--- src/rtl/core/mfp_pkg.sv ---
// Shared types, character codes and helper functions for the format printer.
package mfp_pkg;

	localparam logic [7:0] CH_NUL     = 8'h00;
	localparam logic [7:0] CH_PERCENT = 8'h25;
	localparam logic [7:0] CH_LC_C    = 8'h63;
	localparam logic [7:0] CH_UC_X    = 8'h58;
	localparam logic [7:0] CH_LC_X    = 8'h78;
	localparam logic [7:0] CH_LC_D    = 8'h64;
	localparam logic [7:0] ASCII_ZERO = 8'h30;

	localparam int unsigned CNT_W     = 7;
	localparam logic [CNT_W-1:0] CNT_SAT = '1;

	localparam int unsigned QDEPTH    = 4;
	localparam int unsigned QPTR_W    = $clog2(QDEPTH);

	localparam int unsigned DEC_DIGITS = 5;
	localparam logic [2:0] DEC_LAST   = 3'(DEC_DIGITS - 1);

	typedef enum logic [1:0] {
		CMD_BYTE,
		CMD_HEX,
		CMD_DEC
	} cmd_kind_t;

	typedef struct packed {
		cmd_kind_t   kind;
		logic        upper;
		logic [15:0] value;
	} cmd_t;

	typedef struct packed {
		logic [3:0]  digit;
		logic [15:0] rem;
	} dec_step_t;

	function automatic logic [7:0] hex_char(input logic [3:0] nib, input logic upper);
		logic [7:0] c;
		if (nib < 4'd10) begin
			c = ASCII_ZERO + 8'(nib);
		end else if (upper) begin
			c = 8'h41 + 8'(nib - 4'd10);
		end else begin
			c = 8'h61 + 8'(nib - 4'd10);
		end
		return c;
	endfunction

	// Power of ten for a digit position, most significant first.
	function automatic logic [16:0] pow10(input logic [2:0] pos);
		logic [16:0] p;
		case (pos)
			3'd0: p = 17'd10000;
			3'd1: p = 17'd1000;
			3'd2: p = 17'd100;
			3'd3: p = 17'd10;
			default: p = 17'd1;
		endcase
		return p;
	endfunction

	// One decimal digit: compare against all multiples in parallel, take the largest.
	function automatic dec_step_t dec_step(input logic [15:0] cur, input logic [2:0] pos);
		dec_step_t r;
		logic [16:0] p;
		logic [16:0] sub;
		p     = pow10(pos);
		r.digit = 4'd0;
		sub   = '0;
		for (int d = 1; d <= 9; d++) begin
			if ({1'b0, cur} >= 17'(d) * p) begin
				r.digit = 4'(d);
				sub     = 17'(d) * p;
			end
		end
		r.rem = 16'({1'b0, cur} - sub);
		return r;
	endfunction

endpackage

--- src/rtl/core/mfp_in_if.sv ---
// Input channel: one format character with its value and start mark per item.
interface mfp_in_if;
	logic        valid;
	logic        ready;
	logic [7:0]  fmt_char;
	logic [15:0] value_in;
	logic        first_char;

	modport source (output valid, output fmt_char, output value_in, output first_char,
		input ready);
	modport sink (input valid, input fmt_char, input value_in, input first_char,
		output ready);
endinterface

--- src/rtl/core/mfp_out_if.sv ---
// Output channel: one emitted character per item.
interface mfp_out_if;
	logic       valid;
	logic       ready;
	logic [7:0] out_byte;
	logic       last_of_run;

	modport source (output valid, output out_byte, output last_of_run, input ready);
	modport sink (input valid, input out_byte, input last_of_run, output ready);
endinterface

--- src/rtl/core/mini_format_printer.sv ---
// Top level of the format printer: front end, command queue and print sequencer.
//
//  channel | dir | handshake    | payload
//  --------+-----+--------------+-------------------------------------------
//  in_ch   | in  | valid/ready  | fmt_char[7:0], value_in[15:0], first_char
//  out_ch  | out | valid/ready  | out_byte[7:0], last_of_run
//
//  An input item is taken every cycle while the four-entry command queue has
//  room; plain characters leave at one item per cycle while the output is not
//  stalled, through the queue and the registered output. Hex runs emit two
//  characters; decimal runs take one sequencer step per digit position (five
//  positions, the suppressed leading zeros included). Reset clears parse state,
//  queue pointers and the output valid; the string starts out ended. A stalled
//  output holds its item and backs up the queue, and a full queue drops in_ch.ready.
module mini_format_printer #(
	parameter int MAX_CHARS = 100
) (
	input  logic      clk,
	input  logic      arst_n,
	mfp_in_if.sink    in_ch,
	mfp_out_if.source out_ch
);

	// Commands from the front end; characters that print nothing never enter.
	logic          push;
	mfp_pkg::cmd_t push_cmd;
	logic          q_full;

	// Head of the queue as seen by the sequencer.
	logic          head_valid;
	mfp_pkg::cmd_t head;
	logic          pop;

	// Parse each character, update string state, classify into a command.
	mfp_front #(
		.MAX_CHARS (MAX_CHARS)
	) u_front (
		.clk    (clk),
		.arst_n (arst_n),
		.in_ch  (in_ch),
		.q_full (q_full),
		.push   (push),
		.cmd    (push_cmd)
	);

	// Decouple parsing from printing so multi-character runs do not stall input at once.
	mfp_queue u_queue (
		.clk        (clk),
		.arst_n     (arst_n),
		.push       (push),
		.push_cmd   (push_cmd),
		.pop        (pop),
		.full       (q_full),
		.head_valid (head_valid),
		.head       (head)
	);

	// Expand each command into characters behind a registered output.
	mfp_back u_back (
		.clk        (clk),
		.arst_n     (arst_n),
		.head_valid (head_valid),
		.head       (head),
		.pop        (pop),
		.out_ch     (out_ch)
	);

endmodule

--- src/rtl/core/mfp_front.sv ---
// Front end: parse state and classification of each character into a print command.
module mfp_front #(
	parameter int MAX_CHARS = 100
) (
	input  logic            clk,
	input  logic            arst_n,
	mfp_in_if.sink          in_ch,
	input  logic            q_full,
	output logic            push,
	output mfp_pkg::cmd_t   cmd
);

	localparam logic [mfp_pkg::CNT_W-1:0] MaxCnt = mfp_pkg::CNT_W'(MAX_CHARS);

	logic [15:0]               held_q, held_d;
	logic                      pend_q, pend_d;
	logic [mfp_pkg::CNT_W-1:0] cnt_q, cnt_d;
	logic                      ended_q, ended_d;
	logic                      acc;
	logic                      gen;

	assign in_ch.ready = !q_full;
	assign acc         = in_ch.valid && in_ch.ready;
	assign push        = acc && gen;

	always_comb begin
		held_d  = held_q;
		pend_d  = pend_q;
		cnt_d   = cnt_q;
		ended_d = ended_q;
		gen     = 1'b0;
		cmd.kind  = mfp_pkg::CMD_BYTE;
		cmd.upper = 1'b0;
		cmd.value = '0;
		if (in_ch.first_char) begin
			held_d  = in_ch.value_in;
			pend_d  = 1'b0;
			cnt_d   = '0;
			ended_d = 1'b0;
		end
		if (!ended_d) begin
			if (in_ch.fmt_char == mfp_pkg::CH_NUL) begin
				ended_d = 1'b1;
				pend_d  = 1'b0;
			end else if (!pend_d && cnt_d >= MaxCnt) begin
				ended_d = 1'b1;
			end else begin
				if (cnt_d != mfp_pkg::CNT_SAT) begin
					cnt_d = cnt_d + 1'b1;
				end
				if (pend_d) begin
					pend_d = 1'b0;
					case (in_ch.fmt_char)
						mfp_pkg::CH_LC_C: begin
							gen       = 1'b1;
							cmd.kind  = mfp_pkg::CMD_BYTE;
							cmd.value = {8'h00, held_d[7:0]};
						end
						mfp_pkg::CH_UC_X: begin
							gen       = 1'b1;
							cmd.kind  = mfp_pkg::CMD_HEX;
							cmd.upper = 1'b1;
							cmd.value = {8'h00, held_d[7:0]};
						end
						mfp_pkg::CH_LC_X: begin
							gen       = 1'b1;
							cmd.kind  = mfp_pkg::CMD_HEX;
							cmd.value = {8'h00, held_d[7:0]};
						end
						mfp_pkg::CH_LC_D: begin
							gen       = 1'b1;
							cmd.kind  = mfp_pkg::CMD_DEC;
							cmd.value = held_d;
							held_d    = '0;
						end
						default: begin
							gen = 1'b0;
						end
					endcase
				end else if (in_ch.fmt_char == mfp_pkg::CH_PERCENT) begin
					pend_d = 1'b1;
				end else begin
					gen       = 1'b1;
					cmd.value = {8'h00, in_ch.fmt_char};
				end
			end
		end
	end

	always_ff @(posedge clk or negedge arst_n) begin
		if (!arst_n) begin
			held_q  <= '0;
			pend_q  <= 1'b0;
			cnt_q   <= '0;
			ended_q <= 1'b1;
		end else if (acc) begin
			held_q  <= held_d;
			pend_q  <= pend_d;
			cnt_q   <= cnt_d;
			ended_q <= ended_d;
		end
	end

endmodule

--- src/rtl/core/mfp_queue.sv ---
// Short command queue between the front end and the print sequencer.
module mfp_queue (
	input  logic            clk,
	input  logic            arst_n,
	input  logic            push,
	input  mfp_pkg::cmd_t   push_cmd,
	input  logic            pop,
	output logic            full,
	output logic            head_valid,
	output mfp_pkg::cmd_t   head
);

	mfp_pkg::cmd_t                mem_q [mfp_pkg::QDEPTH];
	logic [mfp_pkg::QPTR_W-1:0]   wr_q, rd_q;
	logic [mfp_pkg::QPTR_W:0]     cnt_q;

	assign full       = cnt_q == (mfp_pkg::QPTR_W+1)'(mfp_pkg::QDEPTH);
	assign head_valid = cnt_q != '0;
	assign head       = mem_q[rd_q];

	always_ff @(posedge clk) begin
		if (push) begin
			mem_q[wr_q] <= push_cmd;
		end
	end

	always_ff @(posedge clk or negedge arst_n) begin
		if (!arst_n) begin
			wr_q  <= '0;
			rd_q  <= '0;
			cnt_q <= '0;
		end else begin
			if (push) begin
				wr_q <= wr_q + 1'b1;
			end
			if (pop) begin
				rd_q <= rd_q + 1'b1;
			end
			case ({push, pop})
				2'b10:   cnt_q <= cnt_q + 1'b1;
				2'b01:   cnt_q <= cnt_q - 1'b1;
				default: cnt_q <= cnt_q;
			endcase
		end
	end

endmodule

--- src/rtl/core/mfp_back.sv ---
// Print sequencer: expands queued commands into characters, at most one per cycle while the output is not stalled.
module mfp_back (
	input  logic            clk,
	input  logic            arst_n,
	input  logic            head_valid,
	input  mfp_pkg::cmd_t   head,
	output logic            pop,
	mfp_out_if.source       out_ch
);

	logic [2:0]          step_q;
	logic [15:0]         rem_q;
	logic                started_q;
	logic                out_valid_q;
	logic [7:0]          out_byte_q;
	logic                out_last_q;

	logic                adv, fire, emit, done;
	logic [7:0]          byte_c;
	logic [15:0]         cur;
	logic [3:0]          nib;
	mfp_pkg::dec_step_t  ds;

	assign adv  = !out_valid_q || out_ch.ready;
	assign fire = adv && head_valid;
	assign pop  = fire && done;
	assign cur  = (step_q == '0) ? head.value : rem_q;
	assign nib  = step_q[0] ? head.value[3:0] : head.value[7:4];
	assign ds   = mfp_pkg::dec_step(cur, step_q);

	always_comb begin
		emit   = 1'b1;
		done   = 1'b1;
		byte_c = head.value[7:0];
		case (head.kind)
			mfp_pkg::CMD_BYTE: begin
				emit   = 1'b1;
				done   = 1'b1;
				byte_c = head.value[7:0];
			end
			mfp_pkg::CMD_HEX: begin
				emit   = 1'b1;
				done   = step_q[0];
				byte_c = mfp_pkg::hex_char(nib, head.upper);
			end
			mfp_pkg::CMD_DEC: begin
				done   = step_q == mfp_pkg::DEC_LAST;
				emit   = started_q || ds.digit != 4'd0 || done;
				byte_c = mfp_pkg::ASCII_ZERO + 8'(ds.digit);
			end
			default: begin
				emit = 1'b0;
				done = 1'b1;
			end
		endcase
	end

	always_ff @(posedge clk or negedge arst_n) begin
		if (!arst_n) begin
			step_q      <= '0;
			started_q   <= 1'b0;
			out_valid_q <= 1'b0;
		end else if (adv) begin
			out_valid_q <= fire && emit;
			if (fire) begin
				step_q    <= done ? '0 : step_q + 1'b1;
				started_q <= done ? 1'b0 : (started_q || emit);
			end
		end
	end

	always_ff @(posedge clk) begin
		if (fire) begin
			rem_q      <= ds.rem;
			out_byte_q <= byte_c;
			out_last_q <= done;
		end
	end

	assign out_ch.valid       = out_valid_q;
	assign out_ch.out_byte    = out_byte_q;
	assign out_ch.last_of_run = out_last_q;

endmodule

--- src/flat_wrapper.sv ---
// flat-port wrapper written by rule: the top's interface ports become plain ports
module mini_format_printer_flat 
#(
	parameter int MAX_CHARS = 100
)
  (clk, arst_n, in_ch_valid, in_ch_fmt_char, in_ch_value_in, in_ch_first_char, in_ch_ready, out_ch_valid, out_ch_out_byte, out_ch_last_of_run, out_ch_ready);
  mfp_in_if in_ch_i ();
  mfp_out_if out_ch_i ();
  input  logic clk;
  input  logic arst_n;
  input wire logic [$bits(in_ch_i.valid)-1:0] in_ch_valid;
  input wire logic [$bits(in_ch_i.fmt_char)-1:0] in_ch_fmt_char;
  input wire logic [$bits(in_ch_i.value_in)-1:0] in_ch_value_in;
  input wire logic [$bits(in_ch_i.first_char)-1:0] in_ch_first_char;
  output wire logic [$bits(in_ch_i.ready)-1:0] in_ch_ready;
  output wire logic [$bits(out_ch_i.valid)-1:0] out_ch_valid;
  output wire logic [$bits(out_ch_i.out_byte)-1:0] out_ch_out_byte;
  output wire logic [$bits(out_ch_i.last_of_run)-1:0] out_ch_last_of_run;
  input wire logic [$bits(out_ch_i.ready)-1:0] out_ch_ready;
  assign in_ch_i.valid = in_ch_valid;
  assign in_ch_i.fmt_char = in_ch_fmt_char;
  assign in_ch_i.value_in = in_ch_value_in;
  assign in_ch_i.first_char = in_ch_first_char;
  assign in_ch_ready = in_ch_i.ready;
  assign out_ch_valid = out_ch_i.valid;
  assign out_ch_out_byte = out_ch_i.out_byte;
  assign out_ch_last_of_run = out_ch_i.last_of_run;
  assign out_ch_i.ready = out_ch_ready;
  mini_format_printer #(.MAX_CHARS(MAX_CHARS)) u_core (.clk(clk), .arst_n(arst_n), .in_ch(in_ch_i), .out_ch(out_ch_i));
endmodule
--- config.mk ---
export PLATFORM = sky130hd
export DESIGN_NAME = mini_format_printer_flat
export DESIGN_NICKNAME = d
export VERILOG_FILES = /design/src/rtl/core/mfp_pkg.sv /design/src/rtl/core/mfp_in_if.sv /design/src/rtl/core/mfp_out_if.sv /design/src/rtl/core/mini_format_printer.sv /design/src/rtl/core/mfp_front.sv /design/src/rtl/core/mfp_queue.sv /design/src/rtl/core/mfp_back.sv /design/src/flat_wrapper.sv
export SDC_FILE = /design/constraint.sdc
export NUM_CORES = 1
export LEC_CHECK = 0
export BUFFER_PORTS_ARGS = -buffer_cell sky130_fd_sc_hd__clkbuf_2
export CAP_MARGIN = 25
export CORE_MARGIN = 2
export CORE_UTILIZATION = 55
export DETAILED_ROUTE_END_ITERATION = 8
export PLACE_DENSITY = 0.75
export SETUP_SLACK_MARGIN = 0.5
export SYNTH_ARGS = -nofsm -noshare
export SYNTH_HDL_FRONTEND = slang
export SYNTH_HIERARCHICAL = 1
export SYNTH_SLANG_ARGS = --single-unit
--- constraint.sdc ---
create_clock -name clk -period 9.08 [get_ports clk]
set_clock_uncertainty 0.2 [all_clocks]
set_input_delay 0.908 -clock clk [delete_from_list [all_inputs] [get_ports clk]]
set_output_delay 0.908 -clock clk [all_outputs]
set_load 0.02 [all_outputs]
==> results.md <==
* Core Footprint at between 0.02 and 0.025 mm²
* Synth Register Bits at around 140
* Final setup TNS at 0 ns
* Register area share after synthesis at 0.3265
* CTS Sinks at between 100 and 150
* DRC violations left at 0
* Max Transition Viols Final at 0
* Largest net degree at the start of global routing at 33
* Die height at between 150 and 200 µm
* Die Width at 152.5 µm
* Number of buffers inserted by port buffering at 39
* Kind of end point of the critical path: flop
* Slowest stage delay, CP at 0.49 ns
* Cell area after synthesis at between 0.01 and 0.015 mm²
* Tmin final at roughly 8.1 ns
* First-pass GRT wire length at approximately 58,000 µm
* Post-synth top area cell: edfxtp_1
* Least-Margin Pin Slew at slightly below 0.8 ns
* Max-slew headroom at 0.4752
* Clock-pin slew on the worst setup and hold paths at 0.06 ns
* Antenna Nets Post-Route at 0
* Per-cell routed wire length at around 23 µm
* DR iter-0 viols at between 1,000 and 1,500
* Final wirelength at approximately 37,000 µm
* H-tree levels at 4
* Async S/R FF share, synth at 0.2681
* Detailed Routing Iterations Pass 1 at 5
* Xor/xnor share of the synthesized area at 0.03899
* Site Rows at 54
* Cell count after synthesis at approximately 1,200
* IO Pins at 40
* Startpoint types: flop
* Reg area at about 0.0040 mm²
* Crit share post-route at 0.8932
* Slowest CP cell: fa_1
* Post-synthesis mux area share at 0.06148
* Critical path origin: u_core/u_back/step_q[0]$_DFFE_PN0P_
* Fin nets at 1,529
* Vias per cell at about 6.6
* DP HPWL at about 28,000 µm
* Number of flops mapped to enable cells by yosys at around 100
* Top post-synthesis cells by area: edfxtp_1, ha_1, dfrtp_1
* Arrival time worst endpoint at between 8 and 9 ns
* Vias in the first global route at roughly 10,000
* Final hold viol count at 0
* Initial antenna violation count at 0
* CTS Hold Buffers Added at 0
* N_diodes at 0
* GRT overflow at 0
* Adder-Cell Fraction of Synth Area at 0.1929
* HP Class: primary input to asynchronous set/reset pin
* Post-Synth Simple-Gate Area at 0.1481
* RSZ-0062 raised after global routing: no
* MaxCap Viol Count at 0
* Largest family of logic cells by synthesized area: adder cells
* Initial Utilization at 0.5575
* Vias at approximately 11,000
* FMAX at ~0.12 GHz
* Multi-input logic area at 0.007802 mm²
* Most common cell in the netlist: ha_1
* Gpl congestion at approximately 1.0
* Root buffer cell: clkbuf_16
* Top_reg_cell synth: edfxtp_1
* Maximum clock path buffer count at 2
* Type of the worst setup path: flop to flop
* Most frequent cells after synthesis: ha_1, nand2_1, edfxtp_1
* YS warnings at 6
* Clock Latency Late Sink at roughly 0.42 ns
* P&R area growth vs syn at 12.57%
* Final core occ at 0.6276
* Final setup viols at 0
* Top cell type's share of synthesized area at 0.2501
* Worst R2R Path Depth at 39
* Die ar. at 0.02326 mm²
* CTS Buf Count at 17
* Share of layout cells above drive strength 1 at 0.1486
* CP Data Required Time at approximately 9.0 ns
* CTS tree: done
* Syn avg cell area at slightly below 10 µm²
* Hold_ws at between 0.1 and 0.15 ns
* Status: finished, final reports clean
* Post-synthesis compound-gate area fraction at 0.1886
* FILL cells at 1,778
* Synth unique cells at 92
* Max FO, Critical Path at 11
* R2r startpoint: u_core/u_back/step_q[0]$_DFFE_PN0P_
* Total Routing Usage GR at 0.3170
-- metrics by stage --
step	instances	worst slack (ns)	cell area (µm²)
after CTS	1601	0.5262	13430
after global placement	1567	0.3623	12770
after floorplan	1250	0.6113	12140
final	1612	0.9694	13650
after global routing	1612	0.5273	13650
after detailed placement	1568	0.2228	12790
-- logic make-up after synthesis --
family | after synthesis
buffers and inverters | 125
other | 2
flip-flops | 138
multiplexers | 50
AND/OR/NAND/NOR | 361
adder cells (fa/ha/maj) | 181
XOR/XNOR | 54
AO/OA/AOI/OAI | 337
-- routing by layer --
metal,up-vias,GRT usage,wire (µm)
met2,511,0.5354,17980
met5,-,0,0
li1,4834,-,-
met1,5136,0.4158,15050
met4,0,0.1221,1397
met3,106,0.04522,2739
-- cell type report --
type	count	share of cell area
clock buffer	18	0.03216
clock inverter	14	0.01164
multi-input combinational	987	0.5714
tap	280	0.02566
inverter	86	0.02382
sequential	138	0.2901
timing repair buffer	89	0.04518
-- sequential cells by signal, summed over array words and instances (netlist names) --
register                          count
u_core/u_back/out_ch.out_byte         8
u_core/u_front/cnt_q                  7
u_core/u_queue/wr_q                   2
u_core/u_front/pend_q                 1
u_core/u_back/step_q                  3
u_core/u_queue/cnt_q                  3
u_core/u_back/out_ch.valid            1
u_core/u_queue/mem_q                 76
u_core/u_back/rem_q                  16
u_core/u_queue/rd_q                   2
u_core/u_front/held_q                16
u_core/u_front/ended_q                1
u_core/u_back/started_q               1
u_core/u_back/out_ch.last_of_run      1
-- critical path: cells and delay by family (launching register included) --
kind	cells	cell delay, ns
compound gates	21	3.91
xor+xnor	2	0.35
fa+ha+maj	6	1.84
buf+inv	5	0.61
flops	1	0.43
simple gates	5	0.46
-- layout by cell type, fill, tap and decap left out, types with 35 or more instances in the layout --
master / count
ha_1: 170
nand2_1: 108
edfxtp_1: 101
inv_1: 83
nor2_1: 82
a21oi_1: 81
o21ai_0: 48
buf_4: 44
clkbuf_2: 39
dfrtp_1: 35
-- worst paths after layout --
check / endpoint / slack [ns]
setup / recovery: u_core/u_back/rem_q[15]$_DFFE_PP_ / 0.97
hold / removal: u_core/u_back/step_q[1]$_DFFE_PN0P_ / 0.15
setup reg to reg: u_core/u_back/rem_q[15]$_DFFE_PP_ / 0.97
hold reg to reg: u_core/u_front/ended_q$_DFFE_PN1P_ / 0.28
max in group asynchronous: u_core/u_front/ended_q$_DFFE_PN1P_ / 8.00
min in group clk: u_core/u_front/ended_q$_DFFE_PN1P_ / 0.28
-- repair_timing --
item,4_1_cts,5_1_grt
setup endpoints to repair,4,8
resized for setup,10,30
pin swaps,1,7
setup buffers,1,7
Power is not shown: default switching activity piles up to over one toggle a cycle in this logic, so the estimate is an artifact.
